===== config.mk =====
export PLATFORM = sky130hd
export DESIGN_NAME = char_lcd_nibble_sequencer_flat
export DESIGN_NICKNAME = d
export VERILOG_FILES = /design/src/sv/cln_pkg.sv /design/src/sv/cln_if.sv /design/src/sv/cln_event_gen.sv /design/src/sv/char_lcd_nibble_sequencer.sv /design/src/flat_wrapper.sv
export VERILOG_INCLUDE_DIRS = /design/src /design/src/sv
export SDC_FILE = /design/constraint.sdc
export NUM_CORES = 1
export LEC_CHECK = 0
export BUFFER_PORTS_ARGS = -buffer_cell sky130_fd_sc_hd__buf_2
export CAP_MARGIN = 30
export CORE_ASPECT_RATIO = 1.25
export CORE_MARGIN = 2
export CORE_UTILIZATION = 43
export DETAILED_ROUTE_END_ITERATION = 10
export HOLD_SLACK_MARGIN = 0.03
export PLACE_DENSITY = 0.66
export SLEW_MARGIN = 20
export SYNTH_ARGS = -nofsm -noshare
export SYNTH_HDL_FRONTEND = slang
export SYNTH_SLANG_ARGS = --single-unit

===== constraint.sdc =====
create_clock -name clk -period 2.17 [get_ports clk]
set_input_delay 0.1085 -clock clk [delete_from_list [all_inputs] [get_ports clk]]
set_output_delay 0.1085 -clock clk [all_outputs]
set_load 0.1 [all_outputs]

===== src/sv/char_lcd_nibble_sequencer_defines.svh =====
// Assertion macros shared by the RTL.
`ifndef CHAR_LCD_NIBBLE_SEQUENCER_DEFINES_SVH
`define CHAR_LCD_NIBBLE_SEQUENCER_DEFINES_SVH

`ifndef SYNTHESIS
// Property holds at every clock edge out of reset.
`define CLN_ASSERT(label, prop, msg) \
  label: assert property (@(posedge clk) disable iff (!rst_n) prop) else $error(msg);
// Condition never occurs out of reset.
`define CLN_NEVER(label, expr, msg) \
  label: assert property (@(posedge clk) disable iff (!rst_n) !(expr)) else $error(msg);
`else
`define CLN_ASSERT(label, prop, msg)
`define CLN_NEVER(label, expr, msg)
`endif

`endif


===== src/sv/cln_pkg.sv =====
package cln_pkg;

  typedef enum logic [2:0] {
    OP_CHAR   = 3'd0,
    OP_CMD    = 3'd1,
    OP_CLEAR  = 3'd2,
    OP_HOME   = 3'd3,
    OP_CURSOR = 3'd4,
    OP_INIT   = 3'd5
  } op_t;

  typedef enum logic [1:0] {
    ST_SETUP  = 2'd0,
    ST_NIB    = 2'd1,
    ST_RS_LOW = 2'd2,
    ST_TRAIL  = 2'd3
  } state_t;

  localparam logic [7:0] CMD_FUNC_SET = 8'h28;
  localparam logic [7:0] CMD_DISP_ON  = 8'h0C;
  localparam logic [7:0] CMD_ENTRY    = 8'h06;
  localparam logic [7:0] CMD_CLEAR    = 8'h01;
  localparam logic [7:0] CMD_HOME     = 8'h02;
  localparam logic [7:0] CMD_SET_ADDR = 8'h80;
  localparam logic [3:0] NIB_FUNC_SET = 4'h2;

  localparam logic [6:0] ROW_OFS_0 = 7'h00;
  localparam logic [6:0] ROW_OFS_1 = 7'h40;
  localparam logic [6:0] ROW_OFS_2 = 7'h14;
  localparam logic [6:0] ROW_OFS_3 = 7'h54;

  localparam logic [1:0] CFG_ROW_OFS_0 = 2'd0;
  localparam logic [1:0] CFG_ROW_OFS_1 = 2'd1;
  localparam logic [1:0] CFG_ROW_OFS_2 = 2'd2;
  localparam logic [1:0] CFG_ROW_OFS_3 = 2'd3;

  localparam logic [10:0] HOLD_SETUP   = 11'd10;
  localparam logic [10:0] HOLD_DATA    = 11'd20;
  localparam logic [10:0] HOLD_EN      = 11'd10;
  localparam logic [10:0] HOLD_RS_LOW  = 11'd10;
  localparam logic [10:0] TRAIL_CHAR   = 11'd50;
  localparam logic [10:0] TRAIL_CMD    = 11'd0;
  localparam logic [10:0] TRAIL_CLEAR  = 11'd2000;
  localparam logic [10:0] TRAIL_CURSOR = 11'd40;

  localparam logic [1:0] INIT_LAST_BYTE = 2'd3;
  localparam logic [1:0] PH_EN_LOW      = 2'd2;

  // Accepted operation
  typedef struct packed {
    op_t        op;
    logic [7:0] byte_value;
    logic [6:0] addr;
  } item_t;

  // Position inside the event sequence of one operation
  typedef struct packed {
    state_t     state;
    logic [1:0] grp;
    logic [1:0] phase;
    logic [1:0] byte_idx;
  } pos_t;

  typedef struct packed {
    logic        reg_select;
    logic        read_write;
    logic        enable;
    logic [3:0]  data_nibble;
    logic [10:0] hold_us;
    logic        last;
  } evt_t;

  // Sequencing status from the event decoder
  typedef struct packed {
    logic lo_grp;
    logic final_byte;
  } gen_stat_t;

endpackage


===== src/sv/cln_if.sv =====
interface cln_op_if;
  logic       valid;
  logic       ready;
  logic [2:0] op;
  logic [7:0] byte_value;
  logic [6:0] column;
  logic [1:0] row;

  modport source (output valid, op, byte_value, column, row, input ready);
  modport sink (input valid, op, byte_value, column, row, output ready);
endinterface

interface cln_evt_if;
  logic        valid;
  logic        ready;
  logic        reg_select;
  logic        read_write;
  logic        enable;
  logic [3:0]  data_nibble;
  logic [10:0] hold_us;
  logic        last;

  modport source (output valid, reg_select, read_write, enable, data_nibble, hold_us, last,
                  input ready);
  modport sink (input valid, reg_select, read_write, enable, data_nibble, hold_us, last,
                output ready);
endinterface


===== src/sv/cln_event_gen.sv =====
// Decodes the pin event for the current item and sequence position.
module cln_event_gen (
  input  cln_pkg::item_t     item,
  input  cln_pkg::pos_t      pos,
  output cln_pkg::evt_t      evt,
  output cln_pkg::gen_stat_t stat
);

  logic [7:0]  cur_byte;
  logic [10:0] trail;
  logic        rs;
  logic        rep;
  logic [3:0]  hi;
  logic [3:0]  lo;

  always_comb begin
    cur_byte = cln_pkg::CMD_CLEAR;
    trail    = cln_pkg::TRAIL_CMD;
    case (item.op)
      cln_pkg::OP_CHAR: begin
        cur_byte = item.byte_value;
        trail    = cln_pkg::TRAIL_CHAR;
      end
      cln_pkg::OP_CMD: begin
        cur_byte = item.byte_value;
        trail    = cln_pkg::TRAIL_CMD;
      end
      cln_pkg::OP_CLEAR: begin
        cur_byte = cln_pkg::CMD_CLEAR;
        trail    = cln_pkg::TRAIL_CLEAR;
      end
      cln_pkg::OP_HOME: begin
        cur_byte = cln_pkg::CMD_HOME;
        trail    = cln_pkg::TRAIL_CLEAR;
      end
      cln_pkg::OP_CURSOR: begin
        cur_byte = cln_pkg::CMD_SET_ADDR | {1'b0, item.addr};
        trail    = cln_pkg::TRAIL_CURSOR;
      end
      cln_pkg::OP_INIT: begin
        case (pos.byte_idx)
          2'd0:    cur_byte = cln_pkg::CMD_FUNC_SET;
          2'd1:    cur_byte = cln_pkg::CMD_DISP_ON;
          2'd2:    cur_byte = cln_pkg::CMD_ENTRY;
          default: cur_byte = cln_pkg::CMD_CLEAR;
        endcase
        trail = (pos.byte_idx == cln_pkg::INIT_LAST_BYTE) ? cln_pkg::TRAIL_CLEAR
                                                          : cln_pkg::TRAIL_CMD;
      end
      default: begin
        cur_byte = cln_pkg::CMD_CLEAR;
        trail    = cln_pkg::TRAIL_CMD;
      end
    endcase
  end

  assign rs  = (item.op == cln_pkg::OP_CHAR);
  assign hi  = cur_byte[7:4];
  assign lo  = cur_byte[3:0];
  // function set sends its high nibble twice
  assign rep = !rs && (hi == cln_pkg::NIB_FUNC_SET);

  assign stat.lo_grp     = (pos.grp == (rep ? 2'd2 : 2'd1));
  assign stat.final_byte = (item.op != cln_pkg::OP_INIT) ||
                           (pos.byte_idx == cln_pkg::INIT_LAST_BYTE);

  always_comb begin
    evt            = '0;
    evt.read_write = 1'b0;
    case (pos.state)
      cln_pkg::ST_SETUP: begin
        evt.reg_select = rs;
        evt.hold_us    = cln_pkg::HOLD_SETUP;
      end
      cln_pkg::ST_NIB: begin
        evt.reg_select  = rs;
        evt.data_nibble = stat.lo_grp ? lo : hi;
        evt.enable      = (pos.phase == 2'd1);
        evt.hold_us     = (pos.phase == 2'd1) ? cln_pkg::HOLD_EN : cln_pkg::HOLD_DATA;
      end
      cln_pkg::ST_RS_LOW: begin
        evt.data_nibble = lo;
        evt.hold_us     = cln_pkg::HOLD_RS_LOW;
      end
      cln_pkg::ST_TRAIL: begin
        evt.hold_us = trail;
        evt.last    = stat.final_byte;
      end
      default: begin
        evt = '0;
      end
    endcase
  end

endmodule


===== src/sv/char_lcd_nibble_sequencer.sv =====
// Channel  Dir  Contents
// in_if    in   op, byte_value, column, row
// out_if   out  reg_select, read_write, enable, data_nibble, hold_us, last
// cfg_*    in   row offset writes, index 0..3
//
// One operation gives 9 words (12 for a function-set command, 39 for init),
// one word per cycle from the sequence counters into the output register.
// The next operation is taken in the cycle its predecessor's last word loads.
// Ops 6 and 7 are taken and dropped; they give no word.
// Reset (synchronous, rst_n low) empties the block and loads default row offsets.
// A stalled output holds its word and freezes the sequence.
`include "char_lcd_nibble_sequencer_defines.svh"

module char_lcd_nibble_sequencer (
  input  logic             clk,
  input  logic             rst_n,
  cln_op_if.sink           in_if,
  cln_evt_if.source        out_if,
  input  logic             cfg_we,
  input  logic [1:0]       cfg_index,
  input  logic [6:0]       cfg_wdata
);

  logic [6:0]         row_ofs_r [4];
  logic               item_valid_r;
  cln_pkg::item_t     item_r;
  cln_pkg::state_t    state_r;
  cln_pkg::state_t    state_nxt;
  logic [1:0]         grp_r;
  logic [1:0]         grp_nxt;
  logic [1:0]         phase_r;
  logic [1:0]         phase_nxt;
  logic [1:0]         byte_idx_r;
  logic [1:0]         byte_idx_nxt;
  logic               out_valid_r;
  cln_pkg::evt_t      out_evt_r;

  cln_pkg::pos_t      pos;
  cln_pkg::evt_t      evt;
  cln_pkg::gen_stat_t stat;
  cln_pkg::item_t     new_item;
  logic               accept;
  logic               op_ok;
  logic               adv;
  logic               done;

  assign accept = in_if.valid && in_if.ready;
  assign op_ok  = (in_if.op <= cln_pkg::OP_INIT);
  assign adv    = item_valid_r && (!out_valid_r || out_if.ready);
  assign done   = adv && evt.last;

  assign in_if.ready = !item_valid_r || done;

  assign new_item.op         = cln_pkg::op_t'(in_if.op);
  assign new_item.byte_value = in_if.byte_value;
  assign new_item.addr       = in_if.column + row_ofs_r[in_if.row];

  assign pos.state    = state_r;
  assign pos.grp      = grp_r;
  assign pos.phase    = phase_r;
  assign pos.byte_idx = byte_idx_r;

  cln_event_gen u_event_gen (
    .item (item_r),
    .pos  (pos),
    .evt  (evt),
    .stat (stat)
  );

  // next position in the sequence
  always_comb begin
    state_nxt    = state_r;
    grp_nxt      = grp_r;
    phase_nxt    = phase_r;
    byte_idx_nxt = byte_idx_r;
    case (state_r)
      cln_pkg::ST_SETUP: begin
        state_nxt = cln_pkg::ST_NIB;
        grp_nxt   = 2'd0;
        phase_nxt = 2'd0;
      end
      cln_pkg::ST_NIB: begin
        if (phase_r == cln_pkg::PH_EN_LOW) begin
          phase_nxt = 2'd0;
          if (stat.lo_grp) begin
            state_nxt = cln_pkg::ST_RS_LOW;
          end else begin
            grp_nxt = grp_r + 2'd1;
          end
        end else begin
          phase_nxt = phase_r + 2'd1;
        end
      end
      cln_pkg::ST_RS_LOW: begin
        state_nxt = cln_pkg::ST_TRAIL;
      end
      cln_pkg::ST_TRAIL: begin
        state_nxt    = cln_pkg::ST_SETUP;
        grp_nxt      = 2'd0;
        byte_idx_nxt = byte_idx_r + 2'd1;
      end
      default: begin
        state_nxt = cln_pkg::ST_SETUP;
      end
    endcase
  end

  always_ff @(posedge clk) begin
    if (!rst_n) begin
      item_valid_r <= 1'b0;
      out_valid_r  <= 1'b0;
      state_r      <= cln_pkg::ST_SETUP;
      grp_r        <= 2'd0;
      phase_r      <= 2'd0;
      byte_idx_r   <= 2'd0;
      row_ofs_r[0] <= cln_pkg::ROW_OFS_0;
      row_ofs_r[1] <= cln_pkg::ROW_OFS_1;
      row_ofs_r[2] <= cln_pkg::ROW_OFS_2;
      row_ofs_r[3] <= cln_pkg::ROW_OFS_3;
    end else begin
      if (cfg_we) begin
        case (cfg_index)
          cln_pkg::CFG_ROW_OFS_0: row_ofs_r[0] <= cfg_wdata;
          cln_pkg::CFG_ROW_OFS_1: row_ofs_r[1] <= cfg_wdata;
          cln_pkg::CFG_ROW_OFS_2: row_ofs_r[2] <= cfg_wdata;
          cln_pkg::CFG_ROW_OFS_3: row_ofs_r[3] <= cfg_wdata;
          default: ;
        endcase
      end
      if (accept) begin
        item_valid_r <= op_ok;
        state_r      <= cln_pkg::ST_SETUP;
        grp_r        <= 2'd0;
        phase_r      <= 2'd0;
        byte_idx_r   <= 2'd0;
      end else if (adv) begin
        item_valid_r <= !done;
        state_r      <= state_nxt;
        grp_r        <= grp_nxt;
        phase_r      <= phase_nxt;
        byte_idx_r   <= byte_idx_nxt;
      end
      if (adv) begin
        out_valid_r <= 1'b1;
      end else if (out_if.ready) begin
        out_valid_r <= 1'b0;
      end
    end
  end

  always_ff @(posedge clk) begin
    if (accept) begin
      item_r <= new_item;
    end
    if (adv) begin
      out_evt_r <= evt;
    end
  end

  assign out_if.valid       = out_valid_r;
  assign out_if.reg_select  = out_evt_r.reg_select;
  assign out_if.read_write  = out_evt_r.read_write;
  assign out_if.enable      = out_evt_r.enable;
  assign out_if.data_nibble = out_evt_r.data_nibble;
  assign out_if.hold_us     = out_evt_r.hold_us;
  assign out_if.last        = out_evt_r.last;

  `CLN_ASSERT(a_last_from_trail, adv && evt.last |-> state_r == cln_pkg::ST_TRAIL, "last word outside trail step")
  `CLN_ASSERT(a_accept_starts, accept && op_ok |=> item_valid_r && state_r == cln_pkg::ST_SETUP, "accepted op did not start")
  `CLN_NEVER(a_phase_range, state_r == cln_pkg::ST_NIB && phase_r == 2'd3, "nibble phase out of range")
  `CLN_ASSERT(a_multi_byte_init, item_valid_r && byte_idx_r != 2'd0 |-> item_r.op == cln_pkg::OP_INIT, "byte index moved on single-byte op")
  `CLN_ASSERT(a_word_loaded, adv |=> out_valid_r, "advanced without loading output word")

endmodule


===== src/flat_wrapper.sv =====
// flat-port wrapper written by rule: the top's interface ports become plain ports
module char_lcd_nibble_sequencer_flat 
  (clk, rst_n, cfg_we, cfg_index, cfg_wdata, in_if_valid, in_if_op, in_if_byte_value, in_if_column, in_if_row, in_if_ready, out_if_valid, out_if_reg_select, out_if_read_write, out_if_enable, out_if_data_nibble, out_if_hold_us, out_if_last, out_if_ready);
  cln_op_if in_if_i ();
  cln_evt_if out_if_i ();
  input  logic clk;
  input  logic rst_n;
  input  logic cfg_we;
  input  logic [1:0] cfg_index;
  input  logic [6:0] cfg_wdata;
  input wire logic [$bits(in_if_i.valid)-1:0] in_if_valid;
  input wire logic [$bits(in_if_i.op)-1:0] in_if_op;
  input wire logic [$bits(in_if_i.byte_value)-1:0] in_if_byte_value;
  input wire logic [$bits(in_if_i.column)-1:0] in_if_column;
  input wire logic [$bits(in_if_i.row)-1:0] in_if_row;
  output wire logic [$bits(in_if_i.ready)-1:0] in_if_ready;
  output wire logic [$bits(out_if_i.valid)-1:0] out_if_valid;
  output wire logic [$bits(out_if_i.reg_select)-1:0] out_if_reg_select;
  output wire logic [$bits(out_if_i.read_write)-1:0] out_if_read_write;
  output wire logic [$bits(out_if_i.enable)-1:0] out_if_enable;
  output wire logic [$bits(out_if_i.data_nibble)-1:0] out_if_data_nibble;
  output wire logic [$bits(out_if_i.hold_us)-1:0] out_if_hold_us;
  output wire logic [$bits(out_if_i.last)-1:0] out_if_last;
  input wire logic [$bits(out_if_i.ready)-1:0] out_if_ready;
  assign in_if_i.valid = in_if_valid;
  assign in_if_i.op = in_if_op;
  assign in_if_i.byte_value = in_if_byte_value;
  assign in_if_i.column = in_if_column;
  assign in_if_i.row = in_if_row;
  assign in_if_ready = in_if_i.ready;
  assign out_if_valid = out_if_i.valid;
  assign out_if_reg_select = out_if_i.reg_select;
  assign out_if_read_write = out_if_i.read_write;
  assign out_if_enable = out_if_i.enable;
  assign out_if_data_nibble = out_if_i.data_nibble;
  assign out_if_hold_us = out_if_i.hold_us;
  assign out_if_last = out_if_i.last;
  assign out_if_i.ready = out_if_ready;
  char_lcd_nibble_sequencer u_core (.clk(clk), .rst_n(rst_n), .in_if(in_if_i), .out_if(out_if_i), .cfg_we(cfg_we), .cfg_index(cfg_index), .cfg_wdata(cfg_wdata));
endmodule

* Yosys cells after proc, flatten, opt, wreduce, memory -nomap -nowiden
Memory sizes are Yosys's and may differ from the RTL's. Index checks and enable logic that the tools add are counted.
Storage, ports and cells: register bits after elaboration 46, bits in latches 0, bits in writable memories 28, bits in read-only memories 0, bits of input ports 34, output and inout bits 21, logic and storage cells 119, memories 1
Cells by class: $add $sub $neg 4, multipliers 0, divide/modulo/power cells 0, $lt $le $gt $ge 1, equality and inequality tests 22, shift-type cells 0, multiplexer cells 43, bitwise logic cells 5, reductions and logical operators 29
Memory list:
- u_core.row_ofs_r | words 4, width 7, rd ports 1, clocked after memory_dff 0, wr ports 4, RTL line char_lcd_nibble_sequencer.sv:24 | logic [6:0] row_ofs_r [4];
Operators by type and width (number):
- $pmux 11 s4 | 1
- $pmux 11 s3 | 1
- $pmux 8 s4 | 1
- $mux 7 | 4
- $mux 1 | 22
- $pmux 6 s3 | 1
- $eq 2x2->1 const B | 7
- $mux 2 | 6
- $reduce_or 2->1 | 6
- $mux 11 | 1
- $eq 2x1->1 const B | 4
- $pmux 2 s2 | 2
- $pmux 2 s4 | 1
- $pmux 4 s2 | 1
- $reduce_bool 2->1 | 4
- $add 7x7->7 | 1
- $add 2x1->2 const B | 3
- $eq 3x2->1 const B | 2
- $eq 3x3->1 const B | 2
- $logic_not 2->1 | 3
- $mux 5 | 1
- $eq 4x2->1 const B | 1
- $logic_and 1x1->1 | 4
- $logic_not 1->1 | 4
- other kinds (14) | 21

* Logic depth before layout (Yosys ltp)
depth in word-level cells 10, gate-level depth with buffers 10, mapped depth without buffers 9

* Hierarchy
From an unflattened synthesis, not the netlist that was laid out.
Second synthesis, totals: cell total of the unflattened synthesis 290, area, all modules 3814.9 um^2
By module, submodules not included:
- char_lcd_nibble_sequencer | times used 1, cells each 199, area an instance 3135.5 um^2, seq. area each 2152.1 um^2
- cln_event_gen | times used 1, cells each 91, area an instance 679.4 um^2, seq. area each 0.0 um^2

* Worst setup path before layout
No wires, ideal clock.
kind flip-flop to flip-flop, start point reg u_core.out_valid_r, in the netlist u_core.out_if.valid, end point reg u_core.state_r[0], library setup time 0.091 ns, data arrival time 2.559 ns, required time 2.079 ns, slack -0.480 ns, cell stages (with the launch flop) 6, path buffers 0, clock period less this slack 2.650 ns, path through dfxtp_1 > nand2b_1 > a31o_2 > and2_1 > nand2b_1 > a311oi_1
Between the ends: word-level cells in the longest chain between the ends 7, elaborated cells between the ends (all ways) 8, classes of those cells 8 x reduce/logical
RTL lines:
- start, declared | RTL line char_lcd_nibble_sequencer.sv:35 | logic out_valid_r;
- start signal, assigned | RTL line char_lcd_nibble_sequencer.sv:111 | out_valid_r <= 1'b0;
- start signal, assigned | RTL line char_lcd_nibble_sequencer.sv:144 | out_valid_r <= 1'b1;
- start signal, assigned | RTL line char_lcd_nibble_sequencer.sv:146 | out_valid_r <= 1'b0;
- $logic_not 1->1 | RTL line char_lcd_nibble_sequencer.sv:49 | assign adv = item_valid_r && (!out_valid_r || out_if.ready);
- $logic_or 1x1->1 | RTL line char_lcd_nibble_sequencer.sv:49
- $logic_and 1x1->1 | RTL line char_lcd_nibble_sequencer.sv:49
- $logic_and 1x1->1 | RTL line char_lcd_nibble_sequencer.sv:50 | assign done = adv && evt.last;
- $logic_or 1x1->1 | RTL line char_lcd_nibble_sequencer.sv:52 | assign in_if.ready = !item_valid_r || done;
- net in_if_ready | RTL line flat_wrapper.sv:16 | output wire logic [$bits(in_if_i.ready)-1:0] in_if_ready;
- $logic_and 1x1->1 | RTL line char_lcd_nibble_sequencer.sv:47 | assign accept = in_if.valid && in_if.ready;
- net u_core.accept | RTL line char_lcd_nibble_sequencer.sv:42 | logic accept;
- $reduce_or 2->1 (no source line)
- end signal, assigned | RTL line char_lcd_nibble_sequencer.sv:112 | state_r <= cln_pkg::ST_SETUP;
- end signal, assigned | RTL line char_lcd_nibble_sequencer.sv:132 | state_r <= cln_pkg::ST_SETUP;
- end signal, assigned | RTL line char_lcd_nibble_sequencer.sv:138 | state_r <= state_nxt;
- end, declared | RTL line char_lcd_nibble_sequencer.sv:27 | cln_pkg::state_t state_r;
The timed path passes the listed nets, and every way through them passes these cells. A chain may end at the register's enable or synchronous reset.

==> metrics.md <==
| Metric | Value |
|---|---|
| Synth Area in XOR/XNOR | 1.51% |
| Rows | 36 |
| Synthesized area | between 3000 and 4000 µm² |
| Tmin final | ~2.1 ns |
| Worst vdd rail ir drop | about 370 µV |
| Drt first pass iters | 4 |
| Core area | approximately 7800 µm² |
| Vias in the first global route | ~2.3k |
| Post-Synth Simple-Gate Area | about 14% |
| CTS clk-pin slew, worst paths | about 0.070 ns |
| Via count | 2311 |
| Fillers | 700 |
| Setup CP Type | reg2reg |
| RSZ-0062 raised after global routing | yes |
| Commonest non-fill, non-tap cells in the layout | edfxtp_1 (59), buf_2 (52), and2_1 (24) |
| Initial core utilization | between 40% and 50% |
| DP HPWL | about 5.1 mm |
| Root Buffer | clkbuf_8 |
| Post-synthesis compound-gate area fraction | approximately 11% |
| NetSw | approximately 0.00087 W |
| Gr usage total | between 15 and 20% |
| Distinct cells, synth | 52 |
| Largest family of logic cells by synthesized area | simple AND/OR/NAND/NOR gates |
| Worst R2R Path Depth | 9 |
| Placed Cells incl. Taps | around 430 |
| Fmax | approximately 470 MHz |
| GP Congestion | just under 0.9 |
| Async SR Flop Fraction | 0% |
| Synth top area cells | edfxtp_1 (51%), dfxtp_1 (5.8%), ha_1 (5.4%) |
| Post-Synth Adder-Cell Area | 5.98% |
| Sw Share | between 20% and 30% |
| Post-layout util | a little over half |
| Synth Warn # | 0 |
| Endpoints failing setup | 0 |
| Post-place setup slack | -0.0430 ns |
| Total global routing overflow | 0 |
| Worst clock skew | 0.00947 ns |
| Status | completed |
| Worst setup EP type | flop |
| Syn avg cell area | 12.4 µm² |
| Residual DRC | 0 |
| Global-route wire length before repair | roughly 11 mm |
| Top Ports | between 50 and 60 |
| Clock sinks | between 60 and 70 |
| Post-Synthesis Cells | between 200 and 300 |
| Final Hold Viols | 0 |
| CTS tree | done |
| WP data required | 2.27 ns |
| Final Instance Count excl. Fillers | about 460 |
| Drt via density | between 5 and 6 |
| Max Cap Viol | 0 |
| Final wirelength | roughly 6.5 mm |
| Die area | between 8000 and 9000 µm² |
| Commonest non-fill, non-tap cell in the layout | edfxtp_1 |
| Hold Crit Depth | 2 |
| Antenna violations before repair | 0 |
| Pint | 0.00239 W |
| Comb pwr share | around 17% |
| Die Ht | around 100 µm |
| Share of post-route cells with drive strength above 1 | 28.8% |
| Initial DRC Count | 108 |
| Max Transition Viols Final | 0 |
| Cell taking the most area after synthesis | edfxtp_1 |
| Primary FF master, synth | edfxtp_1 |
| Worst Path Max Fanout | 2 |
| Final ANT Viol Nets | 0 |
| Worst-Skew Late Latency | ~0.35 ns |
| Synth Register Bits | between 60 and 70 |
| Pin count of the biggest net entering global routing | 19 |
| CP Launch Type | flop |
| Htree depth | 3 |
| I/O Buffers | between 50 and 60 |
| Share of the yosys chip area belonging to registers | 56.8% |
| Fin worst setup slack | between 0.04 and 0.05 ns |
| Fraction of post-synthesis cell area in the top cell type by area | ~51% |
| Share of power burned in registers | between 40% and 50% |
| EDFF count, synth | about 60 |
| Routed WL per cell | about 14 µm |
| Die Width | 84.4 µm |
| Leakage power | roughly 1.6 nW |
| Clock network fraction of total power | a little over a third |
| Arrival @ worst endpoint | 2.22 ns |
| Hold crit path type | in2reg |
| Diode count | 0 |
| # nets final | a little over 400 |
| PD cells | 769 nW/µm² |
| Period utilization | a little over nine tenths |
| CTS Buf Count | 9 |
| Mux share of post-synthesis cell area | 6.27% |
| Synth-to-Final Area Change | 22.1% |
| Clk buf depth | 2 |
## timing repair
action                                 in CTS  in global routing
endpoints found under the hold margin      12                  0
pin swaps                                   0                  5
setup endpoints to repair                   1                  2
setup buffers                               0                  1
hold buffers                               12                  0
gates resized for setup                     1                  4
## Yosys cell counts (all sizes together), types with 4 or more instances
| cell | n |
|---|---|
| o22ai | 4 |
| buf | 11 |
| inv | 16 |
| xnor2 | 5 |
| nor2b | 6 |
| edfxtp | 59 |
| mux4 | 7 |
| and2 | 25 |
| nor3 | 4 |
| or3 | 6 |
| a22oi | 4 |
| a21oi | 12 |
| ha | 15 |
| dfxtp | 10 |
| o21ai | 11 |
| nor2 | 22 |
| nand2b | 5 |
| mux2i | 6 |
| nand2 | 14 |
## registers in the layout, summed over array words and instances, names as in the netlist
register                   cells
u_core.out_if.reg_select       1
u_core.out_if.valid            1
u_core.phase_r                 2
u_core.out_if.enable           1
u_core.out_if.data_nibble      4
u_core.state_r                 2
u_core.grp_r                   2
u_core.row_ofs_r              28
u_core.item_valid_r            1
u_core.byte_idx_r              2
u_core.out_if.hold_us          6
u_core.item_r                 18
u_core.out_if.last             1
## final cells by class
type	count	area, µm²	share of cell area (%)
clock buffer	9	124	2.92
clock inverter	7	90.1	2.13
inverter	16	60.1	1.42
multi-input combinational	181	1380	32.5
sequential	69	1980	46.6
tap	95	119	2.80
timing repair buffer	79	493	11.6
## worst max-delay path: stages, from the launching register on
cell	delay, ns
edfxtp_1	0.37
mux4_2	0.47
ha_2	0.19
inv_2	0.05
fa_2	0.21
nor2b_1	0.06
nor3_2	0.19
o21bai_1	0.09
a21oi_1	0.16
xnor2_1	0.07
## power groups by stage
stage | registers, W | clock network [W] | logic (W)
after floorplan | 0.00170 | 0 | 0.000298
after global placement | 0.00160 | 0 | 0.000518
after detailed placement | 0.00161 | 0 | 0.000529
after CTS | 0.00158 | 0.00115 | 0.000549
after global routing | 0.00159 | 0.00120 | 0.000600
final | 0.00158 | 0.00113 | 0.000552
## worst paths after layout
kind                                        start  slack, ns                              endpoint
max          u_core.row_ofs_r[3][0]$_SDFFCE_PN0P_       0.05            u_core.item_r[6]$_DFFE_PP_
min                                  cfg_wdata[4]       0.06  u_core.row_ofs_r[2][4]$_SDFFCE_PN1P_
max reg2reg  u_core.row_ofs_r[3][0]$_SDFFCE_PN0P_       0.05            u_core.item_r[6]$_DFFE_PP_
min reg2reg      u_core.item_valid_r$_SDFFE_PN0P_       0.51      u_core.out_if.valid$_SDFFE_PN0P_
## stage by stage
stage          area [µm²]  total power [W]  hold WS [ns]  TNS, ns
2_1_floorplan        3480          0.00200         0.207        0
3_3_place_gp         3880          0.00212         0.287        0
3_5_place_dp         3880          0.00214         0.287  -0.0430
4_1_cts              4220          0.00328        0.0455        0
5_1_grt              4240          0.00339        0.0557  -0.0728
6_report             4240          0.00326        0.0628        0
## routing by layer
layer	part of all wire [%]	global-route usage [%]	wire (µm)	vias up
li1	-	-	-	1169
met1	36	15.6	2370	1074
met2	57	30.0	3700	55
met3	4.4	3.73	289	13
met4	2.6	8.16	168	0
met5	0	0	0	-
## logic make-up (layout without fill, tap and decap cells)
kind of cell | count (synthesis) | count (layout)
AO/OA/AOI/OAI | 57 | 57
XOR/XNOR | 6 | 6
adder cells (fa/ha/maj) | 16 | 16
buffers and inverters | 30 | 111
flip-flops | 69 | 69
multiplexers | 13 | 13
other | 1 | 2
AND/OR/NAND/NOR | 87 | 87
Note: power is estimated with default switching activity, not from simulation.
